$ cat src/rtlh_pkg.sv
`timescale 1ns / 1ps
// ----------------------------------------------------------------------------
// rtlh_pkg
// Shared types and constants of the round-trip latency histogram.
// ----------------------------------------------------------------------------
package rtlh_pkg;

	localparam int SLOTS    = 8;
	localparam int SLOT_AW  = (SLOTS > 1) ? $clog2(SLOTS) : 1;
	localparam int NUM_W    = 10;
	localparam int TIME_W   = 32;
	localparam int OP_W     = 2;
	localparam int BKT_W    = 3;
	localparam int CNT_W    = 32;
	localparam int NBUCKETS = 6;
	localparam int NLIMITS  = NBUCKETS - 1;
	localparam int CFG_IW   = 3;
	localparam int CFG_DW   = 32;
	localparam int QDEPTH   = 2;
	localparam int Q_AW     = 1;
	localparam int QCNT_W   = $clog2(QDEPTH + 1);

	// Register indexes of the configuration port
	localparam logic [CFG_IW-1:0] CFG_LIMIT_FIRST  = 3'd0;
	localparam logic [CFG_IW-1:0] CFG_LIMIT_SECOND = 3'd1;
	localparam logic [CFG_IW-1:0] CFG_LIMIT_THIRD  = 3'd2;
	localparam logic [CFG_IW-1:0] CFG_LIMIT_FOURTH = 3'd3;
	localparam logic [CFG_IW-1:0] CFG_LIMIT_FIFTH  = 3'd4;

	localparam logic [TIME_W-1:0] LIMIT_FIRST_RST  = 32'd15000;
	localparam logic [TIME_W-1:0] LIMIT_SECOND_RST = 32'd40000;
	localparam logic [TIME_W-1:0] LIMIT_THIRD_RST  = 32'd120000;
	localparam logic [TIME_W-1:0] LIMIT_FOURTH_RST = 32'd540000;
	localparam logic [TIME_W-1:0] LIMIT_FIFTH_RST  = 32'd1800000;

	localparam logic [BKT_W-1:0] LAST_BUCKET = BKT_W'(NBUCKETS - 1);

	typedef enum logic [OP_W-1:0] {
		OP_SENT = 2'd0,
		OP_ACK  = 2'd1,
		OP_READ = 2'd2
	} op_t;

	typedef enum logic {
		BK_IDLE,
		BK_READ
	} bk_state_t;

	typedef logic [NLIMITS-1:0][TIME_W-1:0] limits_t;

	// Classified command from front to back
	typedef struct packed {
		op_t               op;
		logic              matched;
		logic [TIME_W-1:0] elapsed;
	} cmd_t;

endpackage

$ cat src/rtlh_front.sv
`timescale 1ns / 1ps
// ----------------------------------------------------------------------------
// rtlh_front
// Accepts events, matches them against the slot table and updates the table.
// ----------------------------------------------------------------------------
module rtlh_front (
	input  logic                         clk,
	input  logic                         arst_n,
	input  logic                         in_valid,
	output logic                         in_ready,
	input  logic [rtlh_pkg::OP_W-1:0]    operation,
	input  logic [rtlh_pkg::NUM_W-1:0]   msg_number,
	input  logic [rtlh_pkg::TIME_W-1:0]  now_time,
	output rtlh_pkg::cmd_t               cmd,
	output logic                         cmd_valid,
	input  logic                         cmd_ready
);

	logic                          v_s1;
	logic [rtlh_pkg::OP_W-1:0]     op_s1;
	logic [rtlh_pkg::NUM_W-1:0]    num_s1;
	logic [rtlh_pkg::TIME_W-1:0]   now_s1;

	logic [rtlh_pkg::SLOTS-1:0]    slot_vld_q;
	logic [rtlh_pkg::NUM_W-1:0]    slot_num_q  [rtlh_pkg::SLOTS];
	logic [rtlh_pkg::TIME_W-1:0]   slot_time_q [rtlh_pkg::SLOTS];
	logic [rtlh_pkg::SLOT_AW-1:0]  next_q;
	logic [rtlh_pkg::SLOT_AW-1:0]  next_inc;

	logic [rtlh_pkg::SLOTS-1:0]    hit_vec;
	logic                          hit_any;
	logic [rtlh_pkg::SLOT_AW-1:0]  hit_idx;
	rtlh_pkg::op_t                 op;
	logic                          is_cmd;
	logic                          advance;
	logic                          take;

	// Parallel match, lowest index wins
	always_comb begin
		hit_any = 1'b0;
		hit_idx = '0;
		for (int i = 0; i < rtlh_pkg::SLOTS; i++) begin
			hit_vec[i] = slot_vld_q[i] && (slot_num_q[i] == num_s1);
		end
		for (int i = rtlh_pkg::SLOTS - 1; i >= 0; i--) begin
			if (hit_vec[i]) begin
				hit_any = 1'b1;
				hit_idx = rtlh_pkg::SLOT_AW'(i);
			end
		end
	end

	always_comb begin
		op = rtlh_pkg::op_t'(op_s1);
		unique case (op)
			rtlh_pkg::OP_SENT, rtlh_pkg::OP_ACK, rtlh_pkg::OP_READ: is_cmd = 1'b1;
			default: is_cmd = 1'b0;
		endcase
	end

	assign cmd_valid = v_s1 && is_cmd;
	assign advance   = v_s1 && (!is_cmd || cmd_ready);
	assign in_ready  = !v_s1 || advance;
	assign take      = in_valid && in_ready;
	assign next_inc  = (next_q == rtlh_pkg::SLOT_AW'(rtlh_pkg::SLOTS - 1)) ?
		'0 : next_q + 1'b1;

	always_comb begin
		cmd.op      = op;
		cmd.matched = hit_any && (op == rtlh_pkg::OP_SENT || op == rtlh_pkg::OP_ACK);
		cmd.elapsed = (hit_any && op == rtlh_pkg::OP_ACK) ?
			now_s1 - slot_time_q[hit_idx] : '0;
	end

	always_ff @(posedge clk or negedge arst_n) begin
		if (!arst_n) begin
			v_s1       <= 1'b0;
			slot_vld_q <= '0;
			next_q     <= '0;
		end else begin
			if (take) begin
				v_s1 <= 1'b1;
			end else if (advance) begin
				v_s1 <= 1'b0;
			end
			if (advance && op == rtlh_pkg::OP_SENT && !hit_any) begin
				slot_vld_q[next_q] <= 1'b1;
				next_q             <= next_inc;
			end
			if (advance && op == rtlh_pkg::OP_ACK && hit_any) begin
				slot_vld_q[hit_idx] <= 1'b0;
			end
		end
	end

	always_ff @(posedge clk) begin
		if (take) begin
			op_s1  <= operation;
			num_s1 <= msg_number;
			now_s1 <= now_time;
		end
		if (advance && op == rtlh_pkg::OP_SENT) begin
			if (hit_any) begin
				slot_time_q[hit_idx] <= now_s1;
			end else begin
				slot_num_q[next_q]  <= num_s1;
				slot_time_q[next_q] <= now_s1;
			end
		end
	end

endmodule

$ cat src/rtlh_fifo.sv
`timescale 1ns / 1ps
// ----------------------------------------------------------------------------
// rtlh_fifo
// Short command queue between front and back.
// ----------------------------------------------------------------------------
module rtlh_fifo (
	input  logic            clk,
	input  logic            arst_n,
	input  logic            push_valid,
	output logic            push_ready,
	input  rtlh_pkg::cmd_t  push_data,
	output logic            pop_valid,
	input  logic            pop_ready,
	output rtlh_pkg::cmd_t  pop_data
);

	rtlh_pkg::cmd_t               mem_q [rtlh_pkg::QDEPTH];
	logic [rtlh_pkg::Q_AW-1:0]    wr_ptr_q;
	logic [rtlh_pkg::Q_AW-1:0]    rd_ptr_q;
	logic [rtlh_pkg::QCNT_W-1:0]  cnt_q;
	logic                         do_push;
	logic                         do_pop;

	assign push_ready = (cnt_q != rtlh_pkg::QCNT_W'(rtlh_pkg::QDEPTH));
	assign pop_valid  = (cnt_q != '0);
	assign pop_data   = mem_q[rd_ptr_q];
	assign do_push    = push_valid && push_ready;
	assign do_pop     = pop_valid && pop_ready;

	always_ff @(posedge clk or negedge arst_n) begin
		if (!arst_n) begin
			wr_ptr_q <= '0;
			rd_ptr_q <= '0;
			cnt_q    <= '0;
		end else begin
			if (do_push) begin
				wr_ptr_q <= (wr_ptr_q == rtlh_pkg::Q_AW'(rtlh_pkg::QDEPTH - 1)) ?
					'0 : wr_ptr_q + 1'b1;
			end
			if (do_pop) begin
				rd_ptr_q <= (rd_ptr_q == rtlh_pkg::Q_AW'(rtlh_pkg::QDEPTH - 1)) ?
					'0 : rd_ptr_q + 1'b1;
			end
			if (do_push && !do_pop) begin
				cnt_q <= cnt_q + 1'b1;
			end else if (do_pop && !do_push) begin
				cnt_q <= cnt_q - 1'b1;
			end
		end
	end

	always_ff @(posedge clk) begin
		if (do_push) begin
			mem_q[wr_ptr_q] <= push_data;
		end
	end

endmodule

$ cat src/rtlh_back.sv
`timescale 1ns / 1ps
// ----------------------------------------------------------------------------
// rtlh_back
// Bins round-trip times, keeps the histogram and drives the result beats.
// ----------------------------------------------------------------------------
module rtlh_back (
	input  logic                         clk,
	input  logic                         arst_n,
	input  rtlh_pkg::cmd_t               cmd,
	input  logic                         cmd_valid,
	output logic                         cmd_ready,
	input  rtlh_pkg::limits_t            limits,
	output logic                         out_valid,
	input  logic                         out_ready,
	output logic                         matched,
	output logic [rtlh_pkg::BKT_W-1:0]   bucket,
	output logic [rtlh_pkg::TIME_W-1:0]  elapsed,
	output logic [rtlh_pkg::CNT_W-1:0]   count,
	output logic                         last
);

	rtlh_pkg::bk_state_t          state_q;
	rtlh_pkg::bk_state_t          state_nxt;
	logic [rtlh_pkg::BKT_W-1:0]   rd_idx_q;
	logic [rtlh_pkg::CNT_W-1:0]   cnt_q [rtlh_pkg::NBUCKETS];

	logic                         out_v_q;
	logic                         matched_q;
	logic [rtlh_pkg::BKT_W-1:0]   bucket_q;
	logic [rtlh_pkg::TIME_W-1:0]  elapsed_q;
	logic [rtlh_pkg::CNT_W-1:0]   count_q;
	logic                         last_q;

	logic                         load;
	logic [rtlh_pkg::BKT_W-1:0]   pick;
	logic                         emit_v;
	logic                         emit_matched;
	logic [rtlh_pkg::BKT_W-1:0]   emit_bucket;
	logic [rtlh_pkg::TIME_W-1:0]  emit_elapsed;
	logic [rtlh_pkg::CNT_W-1:0]   emit_count;
	logic                         emit_last;
	logic                         inc_en;
	logic                         clr_en;

	assign load = !out_v_q || out_ready;

	// First limit that the elapsed time is below decides the bucket
	always_comb begin
		pick = rtlh_pkg::BKT_W'(rtlh_pkg::NLIMITS);
		for (int i = rtlh_pkg::NLIMITS - 1; i >= 0; i--) begin
			if (cmd.elapsed < limits[i]) begin
				pick = rtlh_pkg::BKT_W'(i);
			end
		end
	end

	always_comb begin
		state_nxt = state_q;
		unique case (state_q)
			rtlh_pkg::BK_IDLE: begin
				if (cmd_valid && load && cmd.op == rtlh_pkg::OP_READ) begin
					state_nxt = rtlh_pkg::BK_READ;
				end
			end
			rtlh_pkg::BK_READ: begin
				if (load && rd_idx_q == rtlh_pkg::LAST_BUCKET) begin
					state_nxt = rtlh_pkg::BK_IDLE;
				end
			end
			default: state_nxt = rtlh_pkg::BK_IDLE;
		endcase
	end

	always_comb begin
		cmd_ready    = 1'b0;
		emit_v       = 1'b0;
		emit_matched = 1'b0;
		emit_bucket  = '0;
		emit_elapsed = '0;
		emit_count   = '0;
		emit_last    = 1'b1;
		inc_en       = 1'b0;
		clr_en       = 1'b0;
		unique case (state_q)
			rtlh_pkg::BK_IDLE: begin
				cmd_ready = load;
				if (cmd_valid && load) begin
					unique case (cmd.op)
						rtlh_pkg::OP_SENT: begin
							emit_v       = 1'b1;
							emit_matched = cmd.matched;
						end
						rtlh_pkg::OP_ACK: begin
							emit_v       = 1'b1;
							emit_matched = cmd.matched;
							if (cmd.matched) begin
								emit_bucket  = pick;
								emit_elapsed = cmd.elapsed;
								inc_en       = 1'b1;
							end
						end
						default: emit_v = 1'b0;
					endcase
				end
			end
			rtlh_pkg::BK_READ: begin
				if (load) begin
					emit_v      = 1'b1;
					emit_bucket = rd_idx_q;
					emit_count  = cnt_q[rd_idx_q];
					emit_last   = (rd_idx_q == rtlh_pkg::LAST_BUCKET);
					clr_en      = 1'b1;
				end
			end
			default: emit_v = 1'b0;
		endcase
	end

	always_ff @(posedge clk or negedge arst_n) begin
		if (!arst_n) begin
			state_q  <= rtlh_pkg::BK_IDLE;
			rd_idx_q <= '0;
			out_v_q  <= 1'b0;
			for (int i = 0; i < rtlh_pkg::NBUCKETS; i++) begin
				cnt_q[i] <= '0;
			end
		end else begin
			state_q <= state_nxt;
			if (clr_en) begin
				rd_idx_q <= (rd_idx_q == rtlh_pkg::LAST_BUCKET) ? '0 : rd_idx_q + 1'b1;
			end
			if (load) begin
				out_v_q <= emit_v;
			end
			for (int i = 0; i < rtlh_pkg::NBUCKETS; i++) begin
				if (clr_en && rd_idx_q == rtlh_pkg::BKT_W'(i)) begin
					cnt_q[i] <= '0;
				end else if (inc_en && pick == rtlh_pkg::BKT_W'(i)) begin
					cnt_q[i] <= cnt_q[i] + 1'b1;
				end
			end
		end
	end

	always_ff @(posedge clk) begin
		if (load && emit_v) begin
			matched_q <= emit_matched;
			bucket_q  <= emit_bucket;
			elapsed_q <= emit_elapsed;
			count_q   <= emit_count;
			last_q    <= emit_last;
		end
	end

	assign out_valid = out_v_q;
	assign matched   = matched_q;
	assign bucket    = bucket_q;
	assign elapsed   = elapsed_q;
	assign count     = count_q;
	assign last      = last_q;

endmodule

$ cat src/round_trip_latency_histogram_unit.sv
`timescale 1ns / 1ps
// ----------------------------------------------------------------------------
// round_trip_latency_histogram_unit
// Matches sent and acknowledged messages and bins their round-trip times.
// ----------------------------------------------------------------------------
// Usage:
//   Input channel (in_valid/in_ready) carries one event per beat: message
//   sent, acknowledgment received, or read-and-clear of the histogram.
//   Output channel (out_valid/out_ready) returns one beat per sent or ack
//   event and six beats per read, buckets 0 to 5, with last on the final beat.
//   Events with the unused operation code produce no beat.
//   A sent or ack result passes the front match stage register, the command
//   queue and the back output register on its way out.
//   Throughput: one sent or ack event per cycle when the receiver keeps up;
//   the back end takes no command while it sends the six beats of a read.
//   Front and back are split by a two-entry command queue, so the front keeps
//   matching events while the receiver stalls until the queue fills, then
//   in_ready drops. The stalled output beat holds its value.
//   Reset: all slots free, round-robin pointer and counters at zero, default
//   limits. The user writes limits via cfg_we, cfg_index and cfg_data only when
//   idle, unenforced by the block; indexes beyond the fifth are ignored.
// ----------------------------------------------------------------------------
module round_trip_latency_histogram_unit (
	input  logic                          clk,
	input  logic                          arst_n,
	input  logic                          in_valid,
	output logic                          in_ready,
	input  logic [rtlh_pkg::OP_W-1:0]     operation,
	input  logic [rtlh_pkg::NUM_W-1:0]    msg_number,
	input  logic [rtlh_pkg::TIME_W-1:0]   now_time,
	output logic                          out_valid,
	input  logic                          out_ready,
	output logic                          matched,
	output logic [rtlh_pkg::BKT_W-1:0]    bucket,
	output logic [rtlh_pkg::TIME_W-1:0]   elapsed,
	output logic [rtlh_pkg::CNT_W-1:0]    count,
	output logic                          last,
	input  logic                          cfg_we,
	input  logic [rtlh_pkg::CFG_IW-1:0]   cfg_index,
	input  logic [rtlh_pkg::CFG_DW-1:0]   cfg_data
);

	rtlh_pkg::limits_t  limits_q;
	rtlh_pkg::cmd_t     front_cmd;
	logic               front_valid;
	logic               front_ready;
	rtlh_pkg::cmd_t     back_cmd;
	logic               back_valid;
	logic               back_ready;

	// Limit registers: write on enable, drop unknown indexes
	always_ff @(posedge clk or negedge arst_n) begin
		if (!arst_n) begin
			limits_q[0] <= rtlh_pkg::LIMIT_FIRST_RST;
			limits_q[1] <= rtlh_pkg::LIMIT_SECOND_RST;
			limits_q[2] <= rtlh_pkg::LIMIT_THIRD_RST;
			limits_q[3] <= rtlh_pkg::LIMIT_FOURTH_RST;
			limits_q[4] <= rtlh_pkg::LIMIT_FIFTH_RST;
		end else if (cfg_we) begin
			unique case (cfg_index)
				rtlh_pkg::CFG_LIMIT_FIRST:  limits_q[0] <= cfg_data;
				rtlh_pkg::CFG_LIMIT_SECOND: limits_q[1] <= cfg_data;
				rtlh_pkg::CFG_LIMIT_THIRD:  limits_q[2] <= cfg_data;
				rtlh_pkg::CFG_LIMIT_FOURTH: limits_q[3] <= cfg_data;
				rtlh_pkg::CFG_LIMIT_FIFTH:  limits_q[4] <= cfg_data;
				default: limits_q <= limits_q;
			endcase
		end
	end

	// Front: match against the slot table and classify
	rtlh_front u_front (
		.clk        (clk),
		.arst_n     (arst_n),
		.in_valid   (in_valid),
		.in_ready   (in_ready),
		.operation  (operation),
		.msg_number (msg_number),
		.now_time   (now_time),
		.cmd        (front_cmd),
		.cmd_valid  (front_valid),
		.cmd_ready  (front_ready)
	);

	// Decouple front from a stalled back end
	rtlh_fifo u_fifo (
		.clk        (clk),
		.arst_n     (arst_n),
		.push_valid (front_valid),
		.push_ready (front_ready),
		.push_data  (front_cmd),
		.pop_valid  (back_valid),
		.pop_ready  (back_ready),
		.pop_data   (back_cmd)
	);

	// Back: histogram update and result beats
	rtlh_back u_back (
		.clk        (clk),
		.arst_n     (arst_n),
		.cmd        (back_cmd),
		.cmd_valid  (back_valid),
		.cmd_ready  (back_ready),
		.limits     (limits_q),
		.out_valid  (out_valid),
		.out_ready  (out_ready),
		.matched    (matched),
		.bucket     (bucket),
		.elapsed    (elapsed),
		.count      (count),
		.last       (last)
	);

endmodule

$ cat config.mk
export PLATFORM = sky130hd
export DESIGN_NAME = round_trip_latency_histogram_unit
export DESIGN_NICKNAME = d
export VERILOG_FILES = /design/src/rtlh_pkg.sv /design/src/rtlh_front.sv /design/src/rtlh_fifo.sv /design/src/rtlh_back.sv /design/src/round_trip_latency_histogram_unit.sv
export SDC_FILE = /design/constraint.sdc
export NUM_CORES = 2
export LEC_CHECK = 0
export BUFFER_PORTS_ARGS = -buffer_cell sky130_fd_sc_hd__buf_2
export CAP_MARGIN = 0
export CORE_MARGIN = 3
export CORE_UTILIZATION = 63
export CTS_BUF_LIST = sky130_fd_sc_hd__clkbuf_8
export DETAILED_ROUTE_END_ITERATION = 8
export PLACE_DENSITY = 0.81
export SLEW_MARGIN = 30
export SYNTH_ARGS = -nofsm -noshare
export SYNTH_HDL_FRONTEND = slang
export SYNTH_SLANG_ARGS = --single-unit
$ cat constraint.sdc
create_clock -name clk -period 12.7 [get_ports clk]
set_clock_uncertainty 0.2 [all_clocks]
set_input_delay 0.635 -clock clk [delete_from_list [all_inputs] [get_ports clk]]
set_output_delay 0.635 -clock clk [all_outputs]
set_load 0.05 [all_outputs]
* Yosys cells after proc, flatten, opt, wreduce, memory -nomap -nowiden *
Memories as Yosys holds them, arrays and structs flattened.
Cells that the tools add are included.

storage, ports and cells
  bits in registers = 486
  bits in writable memories = 406
  input port bits = 84
  output and inout bits = 71
  word-level logic and storage cells = 246
  memories kept = 3

memory list
  name                 words  bits a word  read ports  clocked after Yosys merged registers in  write ports  RTL line          RTL
  u_front.slot_time_q  8      32           1           0                                        1            rtlh_front.sv:26  logic [rtlh_pkg::TIME_W-1:0] slot_time_q [rtlh_pkg::SLOTS];
  u_front.slot_num_q   8      10           8           0                                        1            rtlh_front.sv:25  logic [rtlh_pkg::NUM_W-1:0] slot_num_q [rtlh_pkg::SLOTS];
  u_fifo.mem_q         2      35           1           0                                        1            rtlh_fifo.sv:17   rtlh_pkg::cmd_t mem_q [rtlh_pkg::QDEPTH];

cells by class
  add/subtract/negate cells = 13
  $lt $le $gt $ge = 10
  eq/ne operators = 28
  multiplexer cells = 81
  bitwise operators = 9
  reductions and logical operators = 74

operator list
  operator                 number
  $mux W32                 16
  $add A32 B1 Y32 const B  6
  $lt A32 B32 Y1           5
  $bmux W32 S3             1
  $eq A10 B10 Y1           8
  $mux W3                  19
  $logic_and A1 B1 Y1      39
  $mux W1                  36
  $reduce_or A32 Y1        1
  $sub A32 B32 Y32         1
  $eq A3 B2 Y1 const B     6
  $eq A3 B3 Y1 const B     6
  $reduce_bool A2 Y1       9
  $mux W8                  2
  $reduce_and A2 Y1        6
  $eq A3 B1 Y1 const B     3
  $logic_not A3 Y1         3
  $and A8 B8 Y8            1
  $lt A3 B4 Y1 const B     2
  $not A8 Y8               1
  $or A8 B8 Y8             1
  $add A3 B1 Y3 const B    2
  $demux W1 S3             2
  $ge A3 B1 Y1 const B     2
  18 further kinds         37

* Depth between registers and ports, before layout *
An unclocked memory read counts as a cell.

  depth in word-level cells = 18
  depth in mapped cells = 25
  mapped depth without buffers = 23

* Cells and area by module *
Synthesis repeated with hierarchy kept, for this count alone.

unflattened totals
  cells, all modules = 3,598
  area, all modules = 44,192.4 um^2

modules (own cells, without submodules)
  module                             instances  cells an instance  area each (um^2)  sequential area each (um^2)
  rtlh_back                          1          1,990              18,189.9          7,001.7
  rtlh_front                         1          1,138              17,051.4          11,711.2
  round_trip_latency_histogram_unit  1          343                6,080.8           4,051.4
  rtlh_fifo                          1          127                2,870.3           2,202.1

* Worst setup path after synthesis *
Ideal clock, no wire load.

  kind = flip-flop to flip-flop
  from = register u_front.num_s1[3] (netlist bit)
  to = memory u_fifo.mem_q[0][31] (netlist bit), data pin
  setup time = 0.273 ns
  arrival = 5.409 ns
  required time = 12.227 ns
  setup slack = 6.818 ns
  cell stages (with the launch flop) = 26
  buffers on the path = 6
  clock period less this slack = 5.882 ns
  cells stage by stage = edfxtp_1 clkbuf_1 xnor2_1 nand4_1 nor3_1 nor3_1 a211o_1 buf_2 buf_2 buf_2 buf_2 mux2i_1 a22oi_1 nand2_1 ha_1 clkbuf_1 and4_1 nor2b_1 o311a_1 o31a_1 o31ai_1 o21bai_1 a21o_1 a221oi_1 o21ai_0 nor3b_1

RTL lines
  element                   RTL line          RTL
  start: declaration        rtlh_front.sv:21  logic [rtlh_pkg::NUM_W-1:0] num_s1;
  start signal: assignment  rtlh_front.sv:99  num_s1 <= msg_number;
  end: declaration          rtlh_fifo.sv:17

==> impl_results.md <==
* Status: finished, final reports clean
* Routed length per instance at 20.90 um
* Starting DRT DRC Count at 3243
* Synth Instances at 3668
* Die area at 71420 um^2
* Yosys warns at 0
* Antenna Violating Nets Remaining at 0
* Total grt overflow at 0
* Minimum clock period at 7.446 ns
* CTS tree: done
* Worst slew pin tran at 0.9788 ns
* RSZ-0062 raised after global routing: false
* Post-CTS Resized at 0
* Core area at 67400 um^2
* DP HPWL at 69280 um
* Max_cap viols at 0
* R2R depth at 23
* Vias in the first global route at 29840
* Count of distinct cell types in the synthesized netlist at 77
* Drt total wl at 103200 um
* Worst Path Max Fanout at 63
* Most frequent cells after synthesis: edfxtp_1, dfrtp_1, nand2_1
* Critical path class: reg -> reg
* Async SR Flop Fraction at 0.4182
* Top delay family on crit path: compound AO/OA/AOI/OAI gates
* EDFF count, synth at 519
* Setup TNS at 0 ns
* Fin nets at 4230
* R2R Path Start: u_front.num_s1[2]
* Slew HR at 0.3475
* Top post-synthesis cells by area: edfxtp_1, dfrtp_1, ha_1, o21ai_0, mux2i_1
* Sequential Area at 24970 um^2
* Chip height at 267.2 um
* Tot Pwr at 0.008446 W
* Hold buffers post-CTS at 78
* Largest net degree at the start of global routing at 120
* Final Hold Fails at 0
* Root Buffer: clkbuf_8
* Initial Util at 0.6380
* Sequential share of the synthesized area at 0.5807
* GRT Total Usage at 0.2915
* Count leader, synth: edfxtp_1
* Main synth FF type: edfxtp_1
* Reg-to-Reg End: u_fifo.mem_q[1][24]
* Input/output buffers at 154
* IO Count at 155
* Via Count at 30258
* Multi-input combinational cell area at 16800 um^2
* Worst EP arrival at 7.76 ns
* Yosys top cell area share at 0.3625
* Slowest library cell on the worst path: edfxtp_1
* First-pass DRT Iterations at 6
* Routed vias/inst at 6.130
* CTS buffer count at 145
* Synthesized area at 43000 um^2
* Final Setup Violations at 0
* Post-synth top area cell: edfxtp_1
* Syn Nets at 3950
* Data required, critical path at 13.01 ns
* CTS Sinks at 892
* Worst Path Buf+Inv at 3
* Pwr per Cell Area at 173.7 nW/um^2
* VDD IR max at 0.0001470 V
* Met2 Usage GRT at 0.4588
* Tcrit/Tclk final at 0.5863
* First-pass GRT wire length at 162200 um
* Type of origin of the critical path: flop
* H-tree Lvls at 4
* Met3 Resource Use GR at 0.06119
* Clk_lat worst skew at 0.81 ns
* Register-to-register setup slack at 5.25 ns
* Placer Congestion at 0.9037
* Initial antenna violation count at 2
* Layout cells sized above 1 at 0.1445
* DRC at 0
* Area growth, synth to finish at 13.05%
* Slowest stage delay, CP at 0.83 ns
* Cells along the critical path: xnor2_1, nand4_1, nor3_1, o41ai_1, a211o_4, buf_12, buf_6, mux2i_1, a22o_1, nor2_1, ha_1, inv_1, fa_1, a21o_1, a21o_1, a211o_1, and3b_1, o21ai_0, o21ai_0, a31o_2, a21oi_1, xor2_1, nor2_1
* Busiest grt layer: met2
* Fmax at 0.1343 GHz
* Post-Syn Area per Cell at 11.72 um^2
* Clock tree buffer depth at 3
* Critical Path End Type: flop
* Post-CTS Setup Bufs at 0
* CP startpoint: u_front.num_s1[2]
* #FFs+latches synth at 892
* Number of cell rows at 95
* Min-delay worst type: in -> async
* Filler cell count at 4524
* Leak pwr at 19.13 nW
* Clock-pin slew on the worst setup and hold paths at 0.06 ns
* Met1 usage at 0.4041
* Die Wd at 267.2 um
* Slew Limit Fails at 0
==> metal layers <==
| layer | up-vias | share of wire |
|---|---|---|
| li1 | 14030 | - |
| met1 | 14784 | 0.42 |
| met2 | 1250 | 0.47 |
| met3 | 192 | 0.082 |
| met4 | 2 | 0.028 |
| met5 | - | 0.00012 |
==> area by class of cell <==
cell class,count,share of cell area
repair buffers,280,0.04407
diodes,1,0.00005148
clock inverters,105,0.01225
multi-input cells,2400,0.3457
clock buffers,156,0.04417
flip-flops and latches,892,0.5136
inverters,229,0.01768
well taps,873,0.02247
==> report_power, final <==
part | internal [W] | switching, W
logic | 0.000802 | 0.00157
clock network | 0.00121 | 0.00115
registers | 0.00351 | 0.000209
total | 0.00551 | 0.00293
==> cells by family (layout without fill, tap and decap cells) <==
group                      Yosys count  in the layout  share of synthesized area
DFF                                892            892                     0.5807
muxes                              237            237                    0.06667
and+or+nand+nor                   1050           1050                     0.1220
xor gates and xnor gates           176            176                    0.03585
other                                0              1                          0
buffers and inverters              376            770                    0.03344
AOI/OAI and AO/OA                  739            739                     0.1036
adders and majority gates          198            198                    0.05779
==> metrics by stage <==
| step | worst slack, ns | hold WS, ns | cells | util | cell area, um^2 |
|---|---|---|---|---|---|
| 3_5_place_dp | 5.120 | 0.2933 | 4591 | 0.6672 | 44960 |
| 6_report | 5.254 | 0.08752 | 4936 | 0.7212 | 48610 |
| 4_1_cts | 5.080 | 0.07862 | 4930 | 0.7194 | 48490 |
| 5_1_grt | 4.846 | 0.06929 | 4936 | 0.7212 | 48610 |
| 2_1_floorplan | 6.818 | 0.1394 | 3668 | - | 43000 |
| 3_3_place_gp | 5.228 | 0.2848 | 4583 | 0.6639 | 44740 |
==> how the worst max path moves through the flow <==
stage | to | depth (start not counted) | slack [ns]
after detailed placement | u_fifo.mem_q[1][24] | 23 | 5.12
after floorplan | u_fifo.mem_q[0][31] | 25 | 6.82
after CTS | u_fifo.mem_q[1][24] | 23 | 5.08
final | u_fifo.mem_q[1][24] | 23 | 5.25
after global routing | u_fifo.mem_q[1][31] | 21 | 4.85
after global placement | u_fifo.mem_q[0][24] | 22 | 5.23
==> cell usage in the layout, fill, tap and decap left out, types with 10 or more instances in the layout <==
cell type | netlist | layout
and4_1 | 10 | 10
nor2b_1 | 15 | 13
a21oi_1 | 184 | 184
or3_1 | 100 | 100
a21o_1 | 67 | 67
inv_1 | 228 | 270
clkbuf_8 | 0 | 156
o21a_1 | 15 | 15
clkinv_2 | 0 | 19
o21ai_0 | 269 | 268
a22oi_1 | 60 | 60
ha_1 | 197 | 197
mux4_2 | 32 | 32
mux2i_1 | 132 | 132
buf_4 | 0 | 33
nand2_1 | 309 | 309
dlygate4sd3_1 | 0 | 78
nor2_4 | 0 | 11
dfrtp_1 | 335 | 334
nor2_1 | 198 | 183
and3_1 | 62 | 61
nand3b_1 | 10 | 10
o22ai_1 | 30 | 30
dfstp_2 | 38 | 38
nor3_1 | 61 | 57
xor2_1 | 32 | 32
nand4_1 | 94 | 94
xnor2_1 | 144 | 144
buf_2 | 15 | 153
nand2b_1 | 11 | 11
nand3_1 | 83 | 83
a211oi_1 | 17 | 17
mux2_2 | 72 | 72
nor4_1 | 24 | 22
o31ai_1 | 24 | 24
and2_1 | 20 | 20
clkinv_1 | 1 | 27
edfxtp_1 | 519 | 519
or4_1 | 27 | 27
==> state kept, by name, indices dropped and copies added, names as in the netlist, 3 cells and up <==
name / flops
u_front.slot_time_q: 256
u_back.cnt_q: 192
limits_q: 160
u_front.slot_num_q: 80
u_fifo.mem_q: 70
u_back.count: 32
u_back.elapsed: 32
u_front.now_s1: 32
u_front.num_s1: 10
u_front.slot_vld_q: 8
u_back.bucket: 3
u_back.rd_idx_q: 3
u_front.next_q: 3
No activity file was read; power rests on OpenSTA's default activity.
